--- config.mk ---
export PLATFORM = sky130hd
export DESIGN_NAME = one_wire_temperature_reader
export DESIGN_NICKNAME = d
export VERILOG_FILES = /design/src/rtl/owtr_pkg.sv /design/src/rtl/owtr_cfg.sv /design/src/rtl/owtr_core.sv /design/src/rtl/one_wire_temperature_reader.sv
export SDC_FILE = /design/constraint.sdc
export NUM_CORES = 1
export LEC_CHECK = 0
export BUFFER_PORTS_ARGS = -buffer_cell sky130_fd_sc_hd__buf_2
export CORE_ASPECT_RATIO = 1.4
export CORE_MARGIN = 2
export CORE_UTILIZATION = 40
export DETAILED_ROUTE_END_ITERATION = 7
export GPL_TIMING_DRIVEN = 0
export SLEW_MARGIN = 20
export SYNTH_ARGS = -nofsm -noshare
export SYNTH_HDL_FRONTEND = slang
export SYNTH_SLANG_ARGS = --single-unit
--- constraint.sdc ---
create_clock -name i_clk -period 20.9 [get_ports i_clk]
set_input_delay 1.045 -clock i_clk [delete_from_list [all_inputs] [get_ports i_clk]]
set_output_delay 1.045 -clock i_clk [all_outputs]
set_load 0.02 [all_outputs]
--- src/rtl/owtr_pkg.sv ---
// Shared types and constants of the one-wire temperature reader.
package owtr_pkg;

    localparam int unsigned CFG_W     = 16;
    localparam int unsigned CFG_IDX_W = 3;
    localparam int unsigned TEMP_W    = 8;

    localparam logic [CFG_IDX_W-1:0] CFG_PRE_RESET     = 3'd0;
    localparam logic [CFG_IDX_W-1:0] CFG_RESET_LOW     = 3'd1;
    localparam logic [CFG_IDX_W-1:0] CFG_RESET_RELEASE = 3'd2;
    localparam logic [CFG_IDX_W-1:0] CFG_WRITE_SLOT    = 3'd3;
    localparam logic [CFG_IDX_W-1:0] CFG_READ_SLOT     = 3'd4;
    localparam logic [CFG_IDX_W-1:0] CFG_CONVERT_WAIT  = 3'd5;

    localparam logic [CFG_W-1:0] RST_PRE_RESET     = 16'd8;
    localparam logic [CFG_W-1:0] RST_RESET_LOW     = 16'd65;
    localparam logic [CFG_W-1:0] RST_RESET_RELEASE = 16'd20;
    localparam logic [CFG_W-1:0] RST_WRITE_SLOT    = 16'd5;
    localparam logic [CFG_W-1:0] RST_READ_SLOT     = 16'd4;
    localparam logic [CFG_W-1:0] RST_CONVERT_WAIT  = 16'd10;

    typedef struct packed {
        logic [CFG_W-1:0] pre_reset;
        logic [CFG_W-1:0] reset_low;
        logic [CFG_W-1:0] reset_release;
        logic [CFG_W-1:0] write_slot;
        logic [CFG_W-1:0] read_slot;
        logic [CFG_W-1:0] convert_wait;
    } t_cfg;

    typedef struct packed {
        logic              bus_release;
        logic              busy;
        logic              done;
        logic [TEMP_W-1:0] temperature;
    } t_res;

endpackage

--- src/rtl/owtr_cfg.sv ---
// Configuration register bank of the one-wire temperature reader.
module owtr_cfg (
    input  logic                             i_clk,
    input  logic                             i_rst_n,
    input  logic                             i_cfg_we,
    input  logic [owtr_pkg::CFG_IDX_W-1:0]   i_cfg_idx,
    input  logic [owtr_pkg::CFG_W-1:0]       i_cfg_data,
    output owtr_pkg::t_cfg                   o_cfg
);

    owtr_pkg::t_cfg r_cfg;

    always_ff @(posedge i_clk) begin
        if (!i_rst_n) begin
            r_cfg.pre_reset     <= owtr_pkg::RST_PRE_RESET;
            r_cfg.reset_low     <= owtr_pkg::RST_RESET_LOW;
            r_cfg.reset_release <= owtr_pkg::RST_RESET_RELEASE;
            r_cfg.write_slot    <= owtr_pkg::RST_WRITE_SLOT;
            r_cfg.read_slot     <= owtr_pkg::RST_READ_SLOT;
            r_cfg.convert_wait  <= owtr_pkg::RST_CONVERT_WAIT;
        end else if (i_cfg_we) begin
            unique case (i_cfg_idx)
                owtr_pkg::CFG_PRE_RESET:     r_cfg.pre_reset     <= i_cfg_data;
                owtr_pkg::CFG_RESET_LOW:     r_cfg.reset_low     <= i_cfg_data;
                owtr_pkg::CFG_RESET_RELEASE: r_cfg.reset_release <= i_cfg_data;
                owtr_pkg::CFG_WRITE_SLOT:    r_cfg.write_slot    <= i_cfg_data;
                owtr_pkg::CFG_READ_SLOT:     r_cfg.read_slot     <= i_cfg_data;
                owtr_pkg::CFG_CONVERT_WAIT:  r_cfg.convert_wait  <= i_cfg_data;
                default: begin
                end
            endcase
        end
    end

    assign o_cfg = r_cfg;

endmodule

--- src/rtl/owtr_core.sv ---
// Bus sequencer: one tick of the reset / write / read slot machine per request.
module owtr_core (
    input  logic            i_clk,
    input  logic            i_rst_n,
    input  logic            i_fire,
    input  logic            i_action,
    input  logic            i_bus_level,
    input  owtr_pkg::t_cfg  i_cfg,
    output owtr_pkg::t_res  o_res
);

    typedef enum logic [3:0] {
        PH_IDLE,
        PH_PRE,
        PH_RLOW,
        PH_RREL,
        PH_WLOW,
        PH_WDATA,
        PH_WREC,
        PH_WAIT,
        PH_RDLOW,
        PH_RDREL,
        PH_RDSAMP,
        PH_RDREC
    } t_phase;

    typedef struct packed {
        t_phase                         phase;
        logic [owtr_pkg::CFG_W-1:0]     tick;
        logic [7:0]                     shift;
        logic [3:0]                     bits;
        logic [3:0]                     step;
        logic [7:0]                     low;
        logic [owtr_pkg::TEMP_W-1:0]    result;
    } t_seq;

    localparam logic [3:0] STEP_RESET1       = 4'd0;
    localparam logic [3:0] STEP_SKIP1        = 4'd1;
    localparam logic [3:0] STEP_CONVERT      = 4'd2;
    localparam logic [3:0] STEP_CONV_WAIT    = 4'd3;
    localparam logic [3:0] STEP_RESET2       = 4'd4;
    localparam logic [3:0] STEP_SKIP2        = 4'd5;
    localparam logic [3:0] STEP_READ_SCRATCH = 4'd6;
    localparam logic [3:0] STEP_LOW_BYTE     = 4'd7;
    localparam logic [3:0] STEP_HIGH_BYTE    = 4'd8;
    localparam logic [3:0] BITS_PER_BYTE     = 4'd8;
    localparam logic [7:0] CMD_SKIP_ROM      = 8'hCC;
    localparam logic [7:0] CMD_CONVERT       = 8'h44;
    localparam logic [7:0] CMD_READ_SCRATCH  = 8'hBE;
    localparam int unsigned MAX_SKIP         = 5;

    function automatic logic [owtr_pkg::CFG_W-1:0] f_len(t_phase p, owtr_pkg::t_cfg c);
        unique case (p)
            PH_IDLE:  f_len = '0;
            PH_PRE:   f_len = c.pre_reset;
            PH_RLOW:  f_len = c.reset_low;
            PH_RREL:  f_len = c.reset_release;
            PH_WDATA: f_len = c.write_slot;
            PH_RDREC: f_len = c.read_slot;
            PH_WAIT:  f_len = c.convert_wait;
            default:  f_len = 16'd1;
        endcase
    endfunction

    function automatic t_seq f_dispatch(t_seq s_in);
        t_seq s;
        s = s_in;
        s.bits = '0;
        unique case (s.step)
            STEP_RESET1, STEP_RESET2: s.phase = PH_PRE;
            STEP_SKIP1, STEP_SKIP2: begin
                s.shift = CMD_SKIP_ROM;
                s.phase = PH_WLOW;
            end
            STEP_CONVERT: begin
                s.shift = CMD_CONVERT;
                s.phase = PH_WLOW;
            end
            STEP_READ_SCRATCH: begin
                s.shift = CMD_READ_SCRATCH;
                s.phase = PH_WLOW;
            end
            STEP_CONV_WAIT: s.phase = PH_WAIT;
            STEP_LOW_BYTE, STEP_HIGH_BYTE: begin
                s.shift = '0;
                s.phase = PH_RDLOW;
            end
            default: begin
                s.step  = STEP_RESET1;
                s.phase = PH_IDLE;
            end
        endcase
        return s;
    endfunction

    function automatic t_seq f_next(t_seq s_in);
        t_seq s;
        s = s_in;
        unique case (s.phase)
            PH_PRE:   s.phase = PH_RLOW;
            PH_RLOW:  s.phase = PH_RREL;
            PH_RREL: begin
                s.step = s.step + 4'd1;
                s = f_dispatch(s);
            end
            PH_WLOW:  s.phase = PH_WDATA;
            PH_WDATA: s.phase = PH_WREC;
            PH_WREC: begin
                s.shift = s.shift >> 1;
                s.bits  = s.bits + 4'd1;
                if (s.bits < BITS_PER_BYTE) begin
                    s.phase = PH_WLOW;
                end else begin
                    s.step = s.step + 4'd1;
                    s = f_dispatch(s);
                end
            end
            PH_WAIT: begin
                s.step = STEP_RESET2;
                s = f_dispatch(s);
            end
            PH_RDLOW:  s.phase = PH_RDREL;
            PH_RDREL:  s.phase = PH_RDSAMP;
            PH_RDSAMP: s.phase = PH_RDREC;
            PH_RDREC: begin
                s.bits = s.bits + 4'd1;
                if (s.bits < BITS_PER_BYTE) begin
                    s.phase = PH_RDLOW;
                end else if (s.step == STEP_LOW_BYTE) begin
                    s.low  = s.shift;
                    s.step = STEP_HIGH_BYTE;
                    s = f_dispatch(s);
                end else begin
                    s.result = {s.shift[3:0], s.low[7:4]};
                    s.step   = STEP_RESET1;
                    s.bits   = '0;
                    s.phase  = PH_IDLE;
                end
            end
            default: s.phase = PH_IDLE;
        endcase
        return s;
    endfunction

    function automatic t_seq f_enter(t_seq s_in, owtr_pkg::t_cfg c);
        t_seq s;
        s = s_in;
        for (int k = 0; k < MAX_SKIP; k++) begin
            if (s.phase != PH_IDLE && f_len(s.phase, c) == '0) begin
                s = f_next(s);
            end
        end
        s.tick = f_len(s.phase, c);
        return s;
    endfunction

    t_seq           r_seq;
    t_seq           n_seq;
    owtr_pkg::t_res n_res;

    always_comb begin
        n_seq = r_seq;
        n_res.bus_release = 1'b1;
        n_res.busy        = 1'b0;
        n_res.done        = 1'b0;
        if (i_action) begin
            n_seq.step  = STEP_RESET1;
            n_seq.bits  = '0;
            n_seq.shift = '0;
            n_seq = f_enter(f_dispatch(n_seq), i_cfg);
        end
        if (n_seq.phase != PH_IDLE) begin
            n_res.busy = 1'b1;
            if (n_seq.phase == PH_RLOW || n_seq.phase == PH_WLOW ||
                n_seq.phase == PH_RDLOW) begin
                n_res.bus_release = 1'b0;
            end else if (n_seq.phase == PH_WDATA) begin
                n_res.bus_release = n_seq.shift[0];
            end
            if (n_seq.phase == PH_RDSAMP) begin
                n_seq.shift = {i_bus_level, n_seq.shift[7:1]};
            end
            if (n_seq.tick != '0) begin
                n_seq.tick = n_seq.tick - 16'd1;
            end
            if (n_seq.tick == '0) begin
                n_seq = f_enter(f_next(n_seq), i_cfg);
                n_res.done = (n_seq.phase == PH_IDLE);
            end
        end
        n_res.temperature = n_seq.result;
    end

    always_ff @(posedge i_clk) begin
        if (!i_rst_n) begin
            r_seq <= '{phase: PH_IDLE, default: '0};
        end else if (i_fire) begin
            r_seq <= n_seq;
        end
    end

    assign o_res = n_res;

    a_idle_clean: assert property (@(posedge i_clk) disable iff (!i_rst_n)
        r_seq.phase == PH_IDLE |-> (r_seq.step == '0 && r_seq.tick == '0))
        else $error("idle sequencer holds a stale step or tick count");

    a_active_tick: assert property (@(posedge i_clk) disable iff (!i_rst_n)
        r_seq.phase != PH_IDLE |-> r_seq.tick != '0)
        else $error("active phase with an expired tick count");

    a_bits_range: assert property (@(posedge i_clk) disable iff (!i_rst_n)
        r_seq.bits < BITS_PER_BYTE)
        else $error("bit counter ran past a byte");

    a_done_idle: assert property (@(posedge i_clk) disable iff (!i_rst_n)
        (i_fire && n_res.done) |=> r_seq.phase == PH_IDLE)
        else $error("done reported while the sequencer stays active");

endmodule

--- src/rtl/one_wire_temperature_reader.sv ---
// One-wire temperature reader top level: request registers, sequencer, result register.
// A request accepted into the request registers waits there until the result register is
// free or being taken, and its result is then registered into the result register.
// Throughput: one request per cycle while the result side takes results each cycle.
// Reset (i_rst_n low, synchronous) empties both registers, idles the sequencer
// and loads the default slot timing into the configuration registers.
module one_wire_temperature_reader (
    input  logic                             i_clk,
    input  logic                             i_rst_n,
    input  logic                             i_in_valid,
    output logic                             o_in_stall,
    input  logic                             i_action,
    input  logic                             i_bus_level,
    output logic                             o_out_valid,
    input  logic                             i_out_stall,
    output logic                             o_bus_release,
    output logic                             o_busy_res,
    output logic                             o_done_res,
    output logic [owtr_pkg::TEMP_W-1:0]      o_temperature,
    input  logic                             i_cfg_we,
    input  logic [owtr_pkg::CFG_IDX_W-1:0]   i_cfg_idx,
    input  logic [owtr_pkg::CFG_W-1:0]       i_cfg_data
);

    owtr_pkg::t_cfg w_cfg;
    owtr_pkg::t_res w_res;
    owtr_pkg::t_res r_res;

    logic r_in_vld;
    logic r_action;
    logic r_bus_level;
    logic r_out_vld;
    logic w_fire;
    logic w_accept;

    assign w_fire     = r_in_vld && (!r_out_vld || !i_out_stall);
    assign o_in_stall = r_in_vld && !w_fire;
    assign w_accept   = i_in_valid && !o_in_stall;

    owtr_cfg u_cfg (
        .i_clk      (i_clk),
        .i_rst_n    (i_rst_n),
        .i_cfg_we   (i_cfg_we),
        .i_cfg_idx  (i_cfg_idx),
        .i_cfg_data (i_cfg_data),
        .o_cfg      (w_cfg)
    );

    owtr_core u_core (
        .i_clk       (i_clk),
        .i_rst_n     (i_rst_n),
        .i_fire      (w_fire),
        .i_action    (r_action),
        .i_bus_level (r_bus_level),
        .i_cfg       (w_cfg),
        .o_res       (w_res)
    );

    always_ff @(posedge i_clk) begin
        if (!i_rst_n) begin
            r_in_vld <= 1'b0;
        end else if (w_accept) begin
            r_in_vld <= 1'b1;
        end else if (w_fire) begin
            r_in_vld <= 1'b0;
        end
    end

    always_ff @(posedge i_clk) begin
        if (w_accept) begin
            r_action    <= i_action;
            r_bus_level <= i_bus_level;
        end
    end

    always_ff @(posedge i_clk) begin
        if (!i_rst_n) begin
            r_out_vld <= 1'b0;
        end else if (w_fire) begin
            r_out_vld <= 1'b1;
        end else if (!i_out_stall) begin
            r_out_vld <= 1'b0;
        end
    end

    always_ff @(posedge i_clk) begin
        if (w_fire) begin
            r_res <= w_res;
        end
    end

    assign o_out_valid   = r_out_vld;
    assign o_bus_release = r_res.bus_release;
    assign o_busy_res    = r_res.busy;
    assign o_done_res    = r_res.done;
    assign o_temperature = r_res.temperature;

    a_done_busy: assert property (@(posedge i_clk) disable iff (!i_rst_n)
        r_out_vld |-> (!r_res.done || r_res.busy))
        else $error("done result without busy");

    a_fire_fills: assert property (@(posedge i_clk) disable iff (!i_rst_n)
        w_fire |=> r_out_vld)
        else $error("processed request produced no result");

    a_idle_release: assert property (@(posedge i_clk) disable iff (!i_rst_n)
        (r_out_vld && !r_res.busy) |-> r_res.bus_release)
        else $error("bus driven low while idle");

    a_no_overwrite: assert property (@(posedge i_clk) disable iff (!i_rst_n)
        (r_in_vld && !w_fire) |=> (r_in_vld && $stable(r_action) && $stable(r_bus_level)))
        else $error("pending request lost or overwritten");

endmodule

==> summary.txt, run 1 <==
Critical path
  – Crit path kind: flip-flop to flip-flop
  – CP max-delay cell: or4_4
  – Worst endpoint required time: 21.22 ns
  – RR Startpoint: u_cfg.o_cfg[91]
  – Startpoint types: flip-flop
  – R2r worst-path depth: 66
  – Max FO, Critical Path: 10
  – Top cell by count, worst path: ha_1
  – Largest stage delay, worst path: 0.77 ns
  – Reg2Reg Setup Slack: 0.85 ns
  – Crit path arrival time: 20.38 ns
  – Worst reg2reg path endpoint: u_core.r_seq[37]
  – CP Capture Type: flip-flop

Worst hold path
  – Worst Hold Launch: u_core.r_seq[7]
  – Hold depth: 2
  – Min-Delay Path Class: flip-flop to flip-flop
  – Endpoint, Worst Hold: u_core.r_seq[7]

Detailed routing
  – Routed wire length: 108.8 mm
  – Residual DRC: 0
  – Post-route ant nets: 0
  – Routed vias/inst: 7.135
  – 1st-iter DRT viols: 3,263
  – Via count: 23,510
  – Routed wire per std cell: 33.01 um
  – First-pass DRT Iterations: 8

Power
  – PD cells: 152.6 mW/mm2
  – Sw frac: 62.27%
  – Power share of the clock group: 11.9%
  – Internal: 1.125 mW
  – VDD IR max: 139.2 uV
  – Comb power frac: 77.0%
  – Flop pwr share: 11.1%
  – Leakage: 6.853 nW
  – Switching pwr: 1.856 mW

Timing
  – Fin Setup TNS: 0 ns
  – Final slew viol count: 0
  – WHS: 0.4640 ns
  – Hold Vio Cnt, Final: 0
  – F_max: 0.04987 GHz
  – Layout Skew: 0.01942 ns
  – Crit path time final: 20.05 ns
  – Tcrit/Tclk final: 95.95%
  – Tightest Pin Transition: 1.260 ns
  – Final setup fails: 0
  – RSZ-0062 raised after global routing: false
  – Max-slew headroom: 15.22%

Placed design
  – HPWL after DPL: 85.26 mm
  – Port bufs: 37
  – Post-DP Area: 0.01884 mm2
  – Final GP Congestion: 1.075

Clock tree
  – Clk Latency, worst-skew pair: 0.49 ns
  – CTS tree: done
  – Clock root buffer: clkbuf_16
  – CTS max path bufs: 2
  – Postcts setup bufs: 0
  – Clock sink count: 159
  – Num CTS Buffers: 17
  – Clock transition at path regs: 0.09 ns
  – H-tree depth: 4

Cells and area
  – Commonest non-fill, non-tap cell in the layout: nand2_1
  – Synth-to-layout area growth: 9.111%
  – Final Util: 44.23%
  – Share of layout cells above drive strength 1: 8.525%
  – Most frequent cells in the layout: nand2_1 (443), a21oi_1 (278), nor2_1 (274), dfxtp_1 (146), o21ai_0 (130)
  – Non-Filler Cell Area, Final: 0.01954 mm2
  – Nets: 2,785

Global routing
  – First-pass GRT wire length: 153.7 mm
  – Vias in the first global route: 21,620
  – Largest net degree at the start of global routing: 21
  – Remaining Overflow, GRT: 0
  – GRT Overall Usage: 45.81%
  – Initial antenna violation count: 2

Floorplanning
  – Die ar.: 0.04650 mm2
  – Die W: 182.8 um
  – Die height: 254.4 um
  – IO Pins: 39
  – # rows: 91
  – Core Region: 0.04418 mm2
  – Initial Util: 40.53%

Status
  – Status: finished clean

Logic synthesis
  – Syn avg cell area: 6.732 um2
  – Yosys reg bits: 159
  – Async SR Flop Fraction: 0%
  – Cell Area, Synth: 0.01791 mm2
  – Post-synth EDFFs: 13
  – Netlist cell types: 123
  – Top cell type by total area after synthesis: dfxtp_1
  – Post-synth top area share: 16.32%
  – Ys Warns: 0
  – Largest cells by area after synthesis: dfxtp_1 (16%), nand2_1 (9.3%), a21oi_1 (7.8%)
  – Dominant synthesized flop cell: dfxtp_1
  – Syn Inst Count: 2,660
  – Seq/Total Area, Yosys: 18.50%

Job
  – Max Cap Viol: 0
-- registers in the layout, summed over array words and instances (netlist names) --
signal	cells
u_cfg.o_cfg	96
u_core.r_seq	48
o_temperature	8
o_bus_release	1
o_busy_res	1
o_done_res	1
o_out_valid	1
r_action	1
r_bus_level	1
r_in_vld	1
-- how the worst max path moves through the flow --
| stage | start | end | slack [ns] | cells after the start |
|---|---|---|---|---|
| final | u_cfg.o_cfg[91] | u_core.r_seq[37] | 0.85 | 66 |
| after global routing | u_cfg.o_cfg[74] | u_core.r_seq[49] | 0.12 | 68 |
| after CTS | u_cfg.o_cfg[74] | u_core.r_seq[37] | 0.17 | 67 |
| after detailed placement | u_cfg.o_cfg[74] | u_core.r_seq[37] | 0.20 | 67 |
| after global placement | u_cfg.o_cfg[74] | u_core.r_seq[37] | 0.36 | 66 |
| after floorplan | u_cfg.o_cfg[84] | u_core.r_seq[34] | 6.38 | 68 |
-- Yosys cell counts, types with 20 or more instances --
master / number
and2_1: 32
inv_1: 72
o22ai_1: 33
mux2i_1: 39
a22oi_1: 28
dfxtp_1: 146
buf_2: 24
ha_1: 39
a221oi_1: 28
nor3_1: 82
and3_1: 36
nor2_1: 275
a21o_1: 22
a31oi_1: 34
a2111oi_0: 20
o21ai_0: 132
o21a_1: 28
nand3_1: 97
o2111ai_1: 21
a21oi_1: 279
a211oi_1: 36
o211ai_1: 44
nor2b_1: 27
nand4_1: 28
nand2_1: 443
nor4_1: 40
clkbuf_1: 108
-- power by group through the flow --
stage | Clock (mW) | Combinational, mW | Sequential (mW)
2_1_floorplan | 0 | 1.41 | 0.331
3_3_place_gp | 0 | 2.15 | 0.337
3_5_place_dp | 0 | 2.15 | 0.338
4_1_cts | 0.353 | 2.16 | 0.330
5_1_grt | 0.365 | 2.35 | 0.332
6_report | 0.354 | 2.30 | 0.332
-- layer usage --
layer | GRT usage, % | wire length [um]
met3 | 9.325 | 9889
met5 | 0 | 16
met2 | 73.71 | 48210
met4 | 41.39 | 12070
met1 | 51.20 | 38590
-- worst max-delay path, delay by kind of cell (launching register included) --
family	cells	cell delay (ns)
buffers and inverters	11	3.48
AO/OA/AOI/OAI	24	7.00
AND/OR/NAND/NOR	21	5.51
adder cells (fa/ha/maj)	6	1.77
flip-flops	1	0.30
XOR/XNOR	1	0.19
multiplexers	3	1.54
-- metrics by stage --
step / cells / total power [mW] / setup WS [ns]
after global placement: 3256 / 2.489 / 0.3619
after floorplan: 2661 / 1.746 / 6.382
after global routing: 3291 / 3.050 / 0.1170
final: 3295 / 2.981 / 0.8464
after CTS: 3290 / 2.839 / 0.1739
after detailed placement: 3258 / 2.485 / 0.2007
-- cell type report --
cell class / instances / area (um2)
fillers: 4750 / 24640
multi-input cells: 2273 / 13690
flip-flops and latches: 159 / 3313
well taps: 558 / 698.2
plain buffers: 154 / 685.7
clock buffers: 17 / 425.4
inverters: 75 / 281.5
repair buffers: 40 / 225.2
clock inverters: 15 / 209.0
diodes: 4 / 10.01
-- repair_timing --
action / CTS / global route
hold buffers: 0 / 0
gates resized for setup: 0 / 7
endpoints found under the setup margin: 0 / 31
endpoints found under the hold margin: 0 / 0
-- logic make-up after synthesis --
group,Yosys count,share of synthesized area [%]
AO/OA/AOI/OAI,959,36.73
other,2,0.04194
flip-flops,159,18.50
buffers and inverters,229,5.387
adder cells (fa/ha/maj),39,2.725
multiplexers,58,3.654
AND/OR/NAND/NOR,1185,31.46
XOR/XNOR,29,1.502
Note: power is estimated with default switching activity, not from simulation.
==> run 2, diff against run 1 <==
Settings changed: CAP_MARGIN set to 0, CORE_UTILIZATION 40 to 25.
==> run 2 against run 1 <==
Effect of this change:
- the run now ends with DRC left
- first-iteration DRC count down 14%
- core utilization down 16 points
- register-to-register slack better by 0.14 ns
- critical path depth rose by 3
- clock power decreased by 2%
- flip-flop and latch count is the same
- largest cell class unchanged
- largest power group unchanged
==> summary.txt, run 2 (same netlist as run 1, synthesis figures left out) <==
Critical path
  – CP Capture Point: u_core.r_seq[46]
  – Startpoint types: flip-flop
  – Reg2Reg Setup Slack: 0.99 ns (+0.14 ns)
  – CP max-delay cell: or4_1
  – CP delay by family, top: compound AO/OA/AOI/OAI gates
  – Buffers & Inverters on Critical Path: 14 (+3)
  – Worst endpoint required time: 21.29 ns (+0.07 ns)
  – Crit path kind: flip-flop to flip-flop
  – Cell depth of the worst setup path: 69 (+4.5%)
  – Max FO, Critical Path: 10 (unchanged)
  – Crit path arrival time: 20.31 ns (-0.07 ns)
  – RR Startpoint: u_cfg.o_cfg[74]
  – Largest stage delay, worst path: 0.66 ns (-0.11 ns)
  – CP Capture Type: flip-flop
  – Worst Setup SP: u_cfg.o_cfg[74]
  – Worst reg2reg path endpoint: u_core.r_seq[46]
  – R2r worst-path depth: 69 (+4.5%)

Floorplanning
  – Die W: 230.2 um (+26%)
  – Die height: 320.7 um (+26%)
  – Die ar.: 0.07382 mm2 (+59%)
  – # rows: 116 (+27%)
  – Core Region: 0.07126 mm2 (+61%)
  – IO Pins: 39 (unchanged)
  – Initial Util: 25.13% (-15 points)

Detailed routing
  – Residual DRC: 5 (+5)
  – Via count: 23,090 (-1.8%)
  – Post-route ant nets: 0 (unchanged)
  – 1st-iter DRT viols: 2,820 (-14%)
  – Routed wire per std cell: 27.94 um (-15%)
  – Routed wire length: 102.8 mm (-5.5%)
  – First-pass DRT Iterations: 8 (unchanged)
  – Routed vias/inst: 6.274 (-12%)

Timing
  – Hold Vio Cnt, Final: 0 (unchanged)
  – F_max: 0.05022 GHz (+0.71%)
  – Final slew viol count: 0 (unchanged)
  – Crit path time final: 19.91 ns (-0.1418 ns)
  – Tightest Pin Transition: 1.255 ns (-0.004942 ns)
  – Layout Skew: 0.02709 ns (+0.007668 ns)
  – Fin Setup TNS: 0 ns (unchanged)
  – Tcrit/Tclk final: 95.27% (-0.68 points)
  – Final setup fails: 0 (unchanged)
  – Max-slew headroom: 16.33% (+1.1 points)

Cells and area
  – Largest register FFs: 96 (unchanged)
  – Most frequent cells in the layout: nand2_1 (443), a21oi_1 (279), nor2_1 (273), dfxtp_1 (146), o21ai_0 (130)
  – Nets: 2,786 (+0.036%)
  – Share of layout cells above drive strength 1: 8.815% (+0.29 points)
  – Commonest non-fill, non-tap cell in the layout: nand2_1
  – Post-Layout Cell Count: 3,680 (+12%)
  – Synth-to-layout area growth: 12.06%

Clock tree
  – CTS tree: done
  – H-tree depth: 4 (unchanged)
  – Num CTS Buffers: 17 (unchanged)
  – Cts hold-fix bufs: 0 (unchanged)
  – CTS max path bufs: 2 (unchanged)
  – Clock sink count: 159 (unchanged)
  – Clk Latency, worst-skew pair: 0.48 ns (about the same)
  – Clock transition at path regs: 0.07 ns (-0.02 ns)
  – Clock root buffer: clkbuf_16

Global routing
  – Vias in the first global route: 21,480 (-0.65%)
  – Initial antenna violation count: 2 (unchanged)
  – First-pass GRT wire length: 146.9 mm (-4.4%)
  – GRT Overall Usage: 26.77% (-19 points)
  – Largest net degree at the start of global routing: 21 (unchanged)
  – Remaining Overflow, GRT: 0 (unchanged)

Power
  – PD cells: 145.6 mW/mm2 (-4.6%)
  – VDD IR max: 104.3 uV (-25%)
  – Leakage: 6.855 nW (about the same)

Status
  – Status: complete, but fails checks
  – Failing checks: DRC

Placed design
  – Final GP Congestion: 1.100 (+2.3%)
  – HPWL after DPL: 80.34 mm (-5.8%)
  – Port bufs: 37 (unchanged)
  – Cells after DPL: 3,645 (+12%)

Worst hold path
  – Min-Delay Path Class: flip-flop to flip-flop

Job
  – Max Cap Viol: 0 (unchanged)
-- run 2: routing by layer --
metal,track usage (%),wire length (um),vias up
met5,0,12,-
met4,24.97,11890,2
met3,4.650,7955,505
met2,44.53,46920,1477
met1,28.74,36060,10920
li1,-,-,10180
-- run 2: power by group --
| group | internal [mW] | switching, mW |
|---|---|---|
| clock | 0.205 | 0.142 |
| combinational | 0.643 | 1.60 |
| sequential | 0.317 | 0.0137 |
| total | 1.17 | 1.76 |
-- run 2: repair_timing --
item,CTS,global route
gates resized for setup,0,10
buffers inserted,0,1
setup endpoints to repair,0,32
-- run 2: cell type report --
type,count,area (um2)
plain buffers,154,684.4
clock inverters,11,180.2
repair buffers,41,220.2
inverters,75,281.5
diodes,2,5.005
well taps,944,1181
clock buffers,21,450.4
fillers,7918,51200
flip-flops and latches,159,3313
multi-input cells,2273,13750
-- run 2: worst min-delay path by stage --
stage | to | startpoint | slack [ns] | cells past startpoint
floorplan | u_core.r_seq[7] | u_core.r_seq[7] | 0.44 | 2
global placement | u_core.r_seq[5] | u_core.r_seq[5] | 0.45 | 2
detailed placement | u_core.r_seq[5] | u_core.r_seq[5] | 0.45 | 2
CTS | u_core.r_seq[5] | u_core.r_seq[5] | 0.46 | 2
global route | u_core.r_seq[5] | u_core.r_seq[5] | 0.48 | 2
finish | u_core.r_seq[7] | u_core.r_seq[7] | 0.46 | 2
-- run 2: tightest hold or removal path: stages, from the launching register on --
cell and delay (ns):
dfxtp_1 0.31, nand2_1 0.05, a21oi_1 0.06
-- run 2: per-stage QoR --
step | utilization [%] | cell area [um2] | hold slack (ns) | worst slack, ns | total power [mW]
2_1_floorplan | - | 17910 | 0.4365 | 6.382 | 1.746
3_3_place_gp | 27.05 | 19280 | 0.4453 | 0.09976 | 2.442
3_5_place_dp | 27.13 | 19340 | 0.4493 | 0.7623 | 2.431
4_1_cts | 28.02 | 19970 | 0.4592 | 0.6763 | 2.782
5_1_grt | 28.15 | 20060 | 0.4816 | -0.007645 | 3.020
6_report | 28.16 | 20070 | 0.4625 | 0.9882 | 2.921
